## src/rtl/jse_pkg.sv

```systemverilog
package jse_pkg;

  localparam int SEQ_MAX = 6;
  localparam int CNT_W = 3;
  localparam int FILL_W = 16;
  localparam int ADDR_W = 3;
  localparam int DATA_W = 32;

  localparam logic [FILL_W-1:0] CAP_RESET = 16'hFFFF;

  // register index codes (word address above the byte offset)
  localparam logic REG_OUT_CAPACITY = 1'b0;

  localparam logic [7:0] CTRL_LIMIT = 8'h20;
  localparam logic [7:0] CH_NUL = 8'h00;
  localparam logic [7:0] CH_QUOTE = 8'h22;
  localparam logic [7:0] CH_BSLASH = 8'h5C;
  localparam logic [7:0] CH_LF = 8'h0A;
  localparam logic [7:0] CH_CR = 8'h0D;
  localparam logic [7:0] CH_TAB = 8'h09;
  localparam logic [7:0] CH_BS = 8'h08;
  localparam logic [7:0] CH_FF = 8'h0C;
  localparam logic [7:0] CH_LOW_N = 8'h6E;
  localparam logic [7:0] CH_LOW_R = 8'h72;
  localparam logic [7:0] CH_LOW_T = 8'h74;
  localparam logic [7:0] CH_LOW_B = 8'h62;
  localparam logic [7:0] CH_LOW_F = 8'h66;
  localparam logic [7:0] CH_LOW_U = 8'h75;
  localparam logic [7:0] CH_ZERO = 8'h30;
  localparam logic [7:0] CH_LOW_A = 8'h61;

  typedef struct packed {
    logic [7:0] out_char;
    logic       char_valid;
    logic       run_last;
    logic       string_done;
    logic       status;
  } result_t;

  typedef struct packed {
    logic [SEQ_MAX-1:0][7:0] chars;
    logic [CNT_W-1:0]        len;
  } esc_t;

  typedef struct packed {
    logic [CNT_W-1:0]           cnt;
    result_t [SEQ_MAX-1:0]      entry;
  } load_t;

  typedef struct packed {
    logic             can_load;
    logic [CNT_W-1:0] cnt;
  } buf_stat_t;

  function automatic logic [7:0] hex_digit(input logic [3:0] nib);
    logic [7:0] d;
    if (nib < 4'd10) begin
      d = CH_ZERO + {4'd0, nib};
    end else begin
      d = CH_LOW_A + {4'd0, nib} - 8'd10;
    end
    return d;
  endfunction

endpackage

```

## src/rtl/jse_if.sv

```systemverilog
interface jse_in_if;
  logic       valid;
  logic       ready;
  logic [7:0] in_byte;

  modport source (output valid, output in_byte, input ready);
  modport sink (input valid, input in_byte, output ready);
endinterface

interface jse_out_if;
  logic       valid;
  logic       ready;
  logic [7:0] out_char;
  logic       char_valid;
  logic       run_last;
  logic       string_done;
  logic       status;

  modport source (output valid, output out_char, output char_valid, output run_last,
                  output string_done, output status, input ready);
  modport sink (input valid, input out_char, input char_valid, input run_last,
                input string_done, input status, output ready);
endinterface

```

## src/rtl/jse_cfg.sv

```systemverilog
module jse_cfg (
  input  logic                         clk,
  input  logic                         rst,
  input  logic                         psel,
  input  logic                         penable,
  input  logic                         pwrite,
  input  logic [jse_pkg::ADDR_W-1:0]   paddr,
  input  logic [jse_pkg::DATA_W-1:0]   pwdata,
  output logic [jse_pkg::DATA_W-1:0]   prdata,
  output logic                         pready,
  output logic [jse_pkg::FILL_W-1:0]   out_capacity
);

  logic hit;

  assign hit = (paddr[jse_pkg::ADDR_W-1:2] == jse_pkg::REG_OUT_CAPACITY);
  assign pready = 1'b1;

  always_ff @(posedge clk) begin
    if (rst) begin
      out_capacity <= jse_pkg::CAP_RESET;
    end else if (psel && penable && pwrite && hit) begin
      out_capacity <= pwdata[jse_pkg::FILL_W-1:0];
    end
  end

  always_comb begin
    prdata = '0;
    if (hit) begin
      prdata = {{(jse_pkg::DATA_W-jse_pkg::FILL_W){1'b0}}, out_capacity};
    end
  end

endmodule

```

## src/rtl/jse_escape.sv

```systemverilog
module jse_escape (
  input  logic [7:0]      in_byte,
  output jse_pkg::esc_t   esc
);

  logic [7:0] second;

  always_comb begin
    case (in_byte)
      jse_pkg::CH_QUOTE:  second = jse_pkg::CH_QUOTE;
      jse_pkg::CH_BSLASH: second = jse_pkg::CH_BSLASH;
      jse_pkg::CH_LF:     second = jse_pkg::CH_LOW_N;
      jse_pkg::CH_CR:     second = jse_pkg::CH_LOW_R;
      jse_pkg::CH_TAB:    second = jse_pkg::CH_LOW_T;
      jse_pkg::CH_BS:     second = jse_pkg::CH_LOW_B;
      jse_pkg::CH_FF:     second = jse_pkg::CH_LOW_F;
      default:            second = jse_pkg::CH_NUL;
    endcase
  end

  always_comb begin
    esc = '0;
    if (second != jse_pkg::CH_NUL) begin
      // short two-byte escape
      esc.chars[0] = jse_pkg::CH_BSLASH;
      esc.chars[1] = second;
      esc.len = 3'd2;
    end else if (in_byte < jse_pkg::CTRL_LIMIT) begin
      // \u00xx form
      esc.chars[0] = jse_pkg::CH_BSLASH;
      esc.chars[1] = jse_pkg::CH_LOW_U;
      esc.chars[2] = jse_pkg::CH_ZERO;
      esc.chars[3] = jse_pkg::CH_ZERO;
      esc.chars[4] = jse_pkg::hex_digit(in_byte[7:4]);
      esc.chars[5] = jse_pkg::hex_digit(in_byte[3:0]);
      esc.len = 3'd6;
    end else begin
      esc.chars[0] = in_byte;
      esc.len = 3'd1;
    end
  end

endmodule

```

## src/rtl/jse_emit.sv

```systemverilog
module jse_emit (
  input  logic                clk,
  input  logic                rst,
  input  logic                load,
  input  jse_pkg::load_t      load_seq,
  output jse_pkg::buf_stat_t  bstat,
  jse_out_if.source           result_out
);

  logic [jse_pkg::CNT_W-1:0]            cnt;
  jse_pkg::result_t [jse_pkg::SEQ_MAX-1:0] seq;
  jse_pkg::result_t                     out_data;
  logic                                 out_valid;
  logic                                 out_free;
  logic                                 emit;

  assign out_free = !out_valid || result_out.ready;
  assign emit = (cnt != '0) && out_free;

  assign bstat.cnt = cnt;
  assign bstat.can_load = (cnt == '0) || ((cnt == 3'd1) && emit);

  always_ff @(posedge clk) begin
    if (rst) begin
      cnt <= '0;
      out_valid <= 1'b0;
    end else begin
      if (load) begin
        cnt <= load_seq.cnt;
      end else if (emit) begin
        cnt <= cnt - 3'd1;
      end
      if (emit) begin
        out_valid <= 1'b1;
      end else if (result_out.ready) begin
        out_valid <= 1'b0;
      end
    end
  end

  // shift line: head entry always goes out next
  always_ff @(posedge clk) begin
    if (load) begin
      seq <= load_seq.entry;
    end else if (emit) begin
      for (int i = 0; i < jse_pkg::SEQ_MAX - 1; i++) begin
        seq[i] <= seq[i+1];
      end
      seq[jse_pkg::SEQ_MAX-1] <= '0;
    end
    if (emit) begin
      out_data <= seq[0];
    end
  end

  assign result_out.valid = out_valid;
  assign result_out.out_char = out_data.out_char;
  assign result_out.char_valid = out_data.char_valid;
  assign result_out.run_last = out_data.run_last;
  assign result_out.string_done = out_data.string_done;
  assign result_out.status = out_data.status;

endmodule

```

## src/rtl/json_string_escaper_unit.sv

```systemverilog
// Streaming JSON string escaper. Each input item is one string byte; byte 0
// ends the string and answers with a done item whose status flags overflow
// (or a zero capacity). Quote, backslash and the common control characters
// become two-byte escapes, other bytes below 0x20 become six-byte \u00xx
// escapes, and everything else passes unchanged. Bytes whose result would not
// fit in out_capacity (less one byte for the terminator) raise a single overflow
// item and the rest of the string is dropped. Rate: one input item per cycle
// while bytes pass through unescaped and the output is not stalled; an item
// that expands to n result items holds the input until all n have left, because
// the sequence buffer hands one result item per cycle, stall aside, to the output
// register. No clearing pass is needed after reset.
module json_string_escaper_unit (
  input  logic                         clk,
  input  logic                         rst,
  input  logic                         psel,
  input  logic                         penable,
  input  logic                         pwrite,
  input  logic [jse_pkg::ADDR_W-1:0]   paddr,
  input  logic [jse_pkg::DATA_W-1:0]   pwdata,
  output logic [jse_pkg::DATA_W-1:0]   prdata,
  output logic                         pready,
  jse_in_if.sink                       item_in,
  jse_out_if.source                    result_out
);

  // capacity register from the apb port
  logic [jse_pkg::FILL_W-1:0] out_capacity;

  // per-string state
  logic [jse_pkg::FILL_W-1:0] fill_count, fill_count_next;
  logic                       discarding, discarding_next;

  jse_pkg::esc_t      esc;
  jse_pkg::load_t     load_seq;
  jse_pkg::buf_stat_t bstat;

  logic                       accept;
  logic [jse_pkg::FILL_W:0]   need;
  logic                       fits;

  jse_cfg u_cfg (
    .clk          (clk),
    .rst          (rst),
    .psel         (psel),
    .penable      (penable),
    .pwrite       (pwrite),
    .paddr        (paddr),
    .pwdata       (pwdata),
    .prdata       (prdata),
    .pready       (pready),
    .out_capacity (out_capacity)
  );

  // build the escape sequence straight off the input port
  jse_escape u_escape (
    .in_byte (item_in.in_byte),
    .esc     (esc)
  );

  // the buffer takes a new item when empty or when its last entry leaves now
  assign item_in.ready = bstat.can_load;
  assign accept = item_in.valid && item_in.ready;

  // fit check: fill + len + 1 <= capacity, done one bit wider to avoid wrap
  assign need = {1'b0, fill_count} + {{(jse_pkg::FILL_W+1-jse_pkg::CNT_W){1'b0}}, esc.len}
                + {{jse_pkg::FILL_W{1'b0}}, 1'b1};
  assign fits = (need <= {1'b0, out_capacity});

  always_comb begin
    load_seq = '0;
    fill_count_next = fill_count;
    discarding_next = discarding;
    if (item_in.in_byte == jse_pkg::CH_NUL) begin
      // terminator: one done item, then a fresh string
      load_seq.cnt = 3'd1;
      load_seq.entry[0].run_last = 1'b1;
      load_seq.entry[0].string_done = 1'b1;
      load_seq.entry[0].status = discarding || (out_capacity == '0);
      fill_count_next = '0;
      discarding_next = 1'b0;
    end else if (discarding) begin
      // dropped byte, no result items
      load_seq.cnt = '0;
    end else if (!fits) begin
      // overflow reported once, then drop the rest
      load_seq.cnt = 3'd1;
      load_seq.entry[0].run_last = 1'b1;
      load_seq.entry[0].status = 1'b1;
      discarding_next = 1'b1;
    end else begin
      load_seq.cnt = esc.len;
      for (int i = 0; i < jse_pkg::SEQ_MAX; i++) begin
        load_seq.entry[i].out_char = esc.chars[i];
        load_seq.entry[i].char_valid = 1'b1;
        load_seq.entry[i].run_last = (jse_pkg::CNT_W'(i) == (esc.len - 3'd1));
      end
      fill_count_next = fill_count + {{(jse_pkg::FILL_W-jse_pkg::CNT_W){1'b0}}, esc.len};
    end
  end

  always_ff @(posedge clk) begin
    if (rst) begin
      fill_count <= '0;
      discarding <= 1'b0;
    end else if (accept) begin
      fill_count <= fill_count_next;
      discarding <= discarding_next;
    end
  end

  // sequence buffer and output register
  jse_emit u_emit (
    .clk        (clk),
    .rst        (rst),
    .load       (accept),
    .load_seq   (load_seq),
    .bstat      (bstat),
    .result_out (result_out)
  );

`ifndef SYNTHESIS
  // a dropped byte leaves the count alone
  a_discard_holds_count: assert property (@(posedge clk) disable iff (rst)
    accept && discarding && (item_in.in_byte != jse_pkg::CH_NUL) |=> $stable(fill_count))
    else $error("fill count moved while discarding");

  // terminator resets the string state
  a_term_clears: assert property (@(posedge clk) disable iff (rst)
    accept && (item_in.in_byte == jse_pkg::CH_NUL) |=> (fill_count == '0) && !discarding)
    else $error("terminator did not clear string state");

  // a dropped byte queues nothing
  a_discard_no_load: assert property (@(posedge clk) disable iff (rst)
    accept && discarding && (item_in.in_byte != jse_pkg::CH_NUL) |=> (bstat.cnt == '0))
    else $error("result items queued for a dropped byte");
`endif

endmodule
```

## src/flat_wrapper.sv

```systemverilog
// flat-port wrapper written by rule: the top's interface ports become plain ports
module json_string_escaper_unit_flat 
  (clk, rst, psel, penable, pwrite, paddr, pwdata, prdata, pready, item_in_valid, item_in_in_byte, item_in_ready, result_out_valid, result_out_out_char, result_out_char_valid, result_out_run_last, result_out_string_done, result_out_status, result_out_ready);
  jse_in_if item_in_i ();
  jse_out_if result_out_i ();
  input  logic clk;
  input  logic rst;
  input  logic psel;
  input  logic penable;
  input  logic pwrite;
  input  logic [jse_pkg::ADDR_W-1:0] paddr;
  input  logic [jse_pkg::DATA_W-1:0] pwdata;
  output logic [jse_pkg::DATA_W-1:0] prdata;
  output logic pready;
  input wire logic [$bits(item_in_i.valid)-1:0] item_in_valid;
  input wire logic [$bits(item_in_i.in_byte)-1:0] item_in_in_byte;
  output wire logic [$bits(item_in_i.ready)-1:0] item_in_ready;
  output wire logic [$bits(result_out_i.valid)-1:0] result_out_valid;
  output wire logic [$bits(result_out_i.out_char)-1:0] result_out_out_char;
  output wire logic [$bits(result_out_i.char_valid)-1:0] result_out_char_valid;
  output wire logic [$bits(result_out_i.run_last)-1:0] result_out_run_last;
  output wire logic [$bits(result_out_i.string_done)-1:0] result_out_string_done;
  output wire logic [$bits(result_out_i.status)-1:0] result_out_status;
  input wire logic [$bits(result_out_i.ready)-1:0] result_out_ready;
  assign item_in_i.valid = item_in_valid;
  assign item_in_i.in_byte = item_in_in_byte;
  assign item_in_ready = item_in_i.ready;
  assign result_out_valid = result_out_i.valid;
  assign result_out_out_char = result_out_i.out_char;
  assign result_out_char_valid = result_out_i.char_valid;
  assign result_out_run_last = result_out_i.run_last;
  assign result_out_string_done = result_out_i.string_done;
  assign result_out_status = result_out_i.status;
  assign result_out_i.ready = result_out_ready;
  json_string_escaper_unit u_core (.clk(clk), .rst(rst), .psel(psel), .penable(penable), .pwrite(pwrite), .paddr(paddr), .pwdata(pwdata), .prdata(prdata), .pready(pready), .item_in(item_in_i), .result_out(result_out_i));
endmodule
```

## config.mk

```make
export PLATFORM = sky130hd
export DESIGN_NAME = json_string_escaper_unit_flat
export DESIGN_NICKNAME = d
export VERILOG_FILES = /design/src/rtl/jse_pkg.sv /design/src/rtl/jse_if.sv /design/src/rtl/jse_cfg.sv /design/src/rtl/jse_escape.sv /design/src/rtl/jse_emit.sv /design/src/rtl/json_string_escaper_unit.sv /design/src/flat_wrapper.sv
export SDC_FILE = /design/constraint.sdc
export NUM_CORES = 1
export LEC_CHECK = 0
export ABC_CLOCK_PERIOD_IN_PS = 7840
export BUFFER_PORTS_ARGS = -buffer_cell sky130_fd_sc_hd__clkbuf_2
export CORE_ASPECT_RATIO = 1.1
export CORE_MARGIN = 4
export CORE_UTILIZATION = 50
export CTS_BUF_LIST = sky130_fd_sc_hd__clkbuf_8 sky130_fd_sc_hd__clkbuf_16
export DETAILED_ROUTE_END_ITERATION = 16
export PLACE_DENSITY = 0.71
export SLEW_MARGIN = 10
export SYNTH_ARGS = -nofsm -noshare
export SYNTH_HDL_FRONTEND = slang
export SYNTH_SLANG_ARGS = --single-unit
```

## constraint.sdc

```tcl
create_clock -name clk -period 7.84 [get_ports clk]
set_clock_uncertainty 0.2 [all_clocks]
set_input_delay 0.392 -clock clk [delete_from_list [all_inputs] [get_ports clk]]
set_output_delay 0.392 -clock clk [all_outputs]
set_load 0.02 [all_outputs]
```

==> results.cfg <==
[run_status]
status = finished, final reports clean

[setup_path]
crit_type = primary input to flop
cp-end-kind = flop
reg2reg_depth = 17
start_kind = primary input
critPathArrivalTime_ns = 6.23
cp_max_fo = 22
cp.required_ns = 7.77

[grt]
grt_antenna_before_repair = 0
grt_pass1_wl_um = 19100
grt_max_degree = 61
grt_overflow = 0
grt_usage_pct = 18.0
grt_pass1_vias = 4047

[drt]
avgRoutedWirePerCell_um = 15.2
route.vias.total = 4343
drc = 0
drtIter0Drc = 482
wl_um = 11900
via_per_inst = 5.55
drtAntennaViolNets = 0
drtPass1Iterations = 5

[pwr]
vdd_ir_drop_max_uv = 391
internal-power_mw = 1.32
leakage_nw = 2.72
clockPowerShare_pct = 20.9
switching_share_pct = 34.6
p_seq_share_pct = 48.6
power_density_nw_per_um2 = 319
pwr-share-comb_pct = 30.4
switchingPower_uw = 696

[layout]
nets = 712
num_antenna_cells = 0
final-seq-area_um2 = 2810
multi_input_area_um2 = 2550
syn_to_final_growth_pct = 11.0
nFillCells = 958
drive_above_1_share_pct = 14.2
layoutNonFillerInstCount = 782

[yosys]
synth_compound_area_share_pct = 11.5
synth_xor_area_share_pct = 2.62
netlist_area_um2 = 5690
yosysSeqAreaShare_pct = 49.4
synth-seq-cells = 106
yosysUniqueCellTypes = 61
synth_edf_count = 69
ys_top_cells_by_count = nand2_1, edfxtp_1, nor2_1, inv_1, dfxtp_1
synth_top_family_by_area = simple AND/OR/NAND/NOR gates
ys_top_cells_by_area = edfxtp_1, dfxtp_1, ha_1, nand2_1, nor2_1
yosysMostFrequentCell = nand2_1
syn_area_per_cell_um2 = 9.76
synthArstFlopShare_pct = 0
yosysTopAreaCell = edfxtp_1
synthAdderAreaFrac_pct = 8.20
synth-simple-area-share_pct = 20.5
muxShareOfSynthArea_pct = 0.704
ys.flop_type = edfxtp_1
netlist.area_leader.share_pct = 36.4
ys_warn_count = 0
synthCells = 583

[clocking]
cts_setup_buffers = 0
clock_sinks = 106
cts_hold_buf = 0
cts.path.max_buffers = 2
cts_resized = 0
cts_tree = done
insertion_delay_ns = 0.34
htree_levels = 3
cts-root-buf = clkbuf_16
clk_pin_slew_worst_paths_ns = 0.07
cts_buffers = 9

[timing]
worst_pin_slew_ns = 1.08
finalHoldViolations = 0
fin_crit_ns = 6.30
fmax_mhz = 159
setup_tns_ns = 0
finalCritPeriodShare_pct = 80.3
rsz0062_at_grt = no
setup_viol = 0
relSlewSlack_pct = 27.5
drv_slew = 0

[worst_hold_path]
hold_class = primary input to flop
hold_path_depth = 3

[placement]
io_buffers = 61
dp.cells = 766
globalplace.congestion = 0.863
dp_hpwl_um = 8390

[floorplanning]
core-area_um2 = 11000
fp.dieH_um = 120
ios = 97
die_w_um = 110
rows = 40
initial_core_util_pct = 51.7
dieArea_um2 = 13200

[job]
maxCapViolCount = 0
==> critical path, stage by stage <==
cell and delay, ns:
clkbuf_2 0.11, inv_1 0.11, ha_1 0.23, nand2_1 0.16, nor4_2 0.65, nor3_1 0.26, nand2_1 0.35, inv_1 0.24
fa_1 0.47, inv_1 0.09, maj3_1 0.17, and2_1 0.25, and3_1 0.20, xor2_1 0.15, ha_1 0.26, nand4_1 0.15
nor2_1 0.05, a221oi_1 0.27, o211ai_1 0.15, a21oi_1 0.17, buf_4 0.28, nand3_1 0.59, a221oi_1 0.47
==> power by group through the flow <==
stage	combinational, mW	sequential (mW)	clock (mW)
after floorplan	0.398	1.06	0
after global placement	0.594	0.984	0
after detailed placement	0.615	0.992	0
after CTS	0.619	0.980	0.430
after global routing	0.677	0.998	0.456
final	0.613	0.979	0.422
==> layer usage <==
metal  up-vias  global-route usage (%)  share of wire [%]
met4         0                    6.94                2.0
met3        20                    3.28                6.4
met5         -                       0                  0
met1      2032                    24.6                 45
li1       2125                       -                  -
met2       166                    28.3                 47
==> per-stage QoR <==
step	setup WS (ns)	hold WS [ns]	utilization [%]	total power, mW	instance area [µm²]
finish	1.54	0.0803	57.4	2.01	6310
global route	0.928	0.0868	57.4	2.13	6310
CTS	1.50	0.0756	57.4	2.03	6310
detailed placement	1.20	0.205	54.8	1.61	6040
global placement	1.38	0.204	54.8	1.58	6040
floorplan	2.13	0.200	-	1.46	5750
==> cell type report <==
cell class	instances	area share, %
well taps	147	2.91
clock inverters	7	0.852
clock buffers	9	3.57
inverters	41	2.44
repair buffers	65	5.31
multi-input cells	407	40.4
flip-flops and latches	106	44.5
==> worst paths after layout <==
check | from | slack [ns] | endpoint
worst max-delay path | item_in_in_byte[4] | 1.54 | u_core.u_emit.seq[65]
worst min-delay path | pwdata[15] | 0.08 | u_core.u_cfg.out_capacity[15]
worst max register to register | u_core.fill_count[0] | 3.14 | u_core.u_emit.seq[65]
worst min register to register | u_core.u_emit.seq[10] | 0.22 | u_core.u_emit.result_out.out_char[6]
==> placed cells by master, fill, tap and decap left out, types with 5 or more instances in the layout <==
cell,Yosys,final
nand3_1,10,10
nor4_1,13,13
nand2b_1,8,8
o21ai_0,23,22
dfxtp_1,37,37
a21oi_1,17,17
o211ai_1,21,21
inv_1,40,41
xor2_1,5,5
nor3_1,15,15
clkbuf_16,0,9
nor2_1,44,44
xnor2_1,12,12
nor2b_1,19,19
nand2_1,92,92
edfxtp_1,69,69
conb_1,2,17
clkbuf_2,0,61
ha_1,30,30
a21o_1,5,5
a31oi_1,5,5
and3_1,5,5
nand4_1,10,10
==> sequential cells by signal, summed over array words and instances (netlist names), 3 cells and up <==
signal / cells
u_core.u_emit.seq: 57
u_core.fill_count: 16
u_core.u_cfg.out_capacity: 16
u_core.u_emit.result_out.out_char: 8
u_core.u_emit.cnt: 3
==> kinds of logic after synthesis <==
family | Yosys count
AO/OA/AOI/OAI | 96
adder cells (fa/ha/maj) | 37
flip-flops | 106
other | 2
multiplexers | 4
XOR/XNOR | 17
buffers and inverters | 85
AND/OR/NAND/NOR | 236
Note: power is estimated with default switching activity, not from simulation.
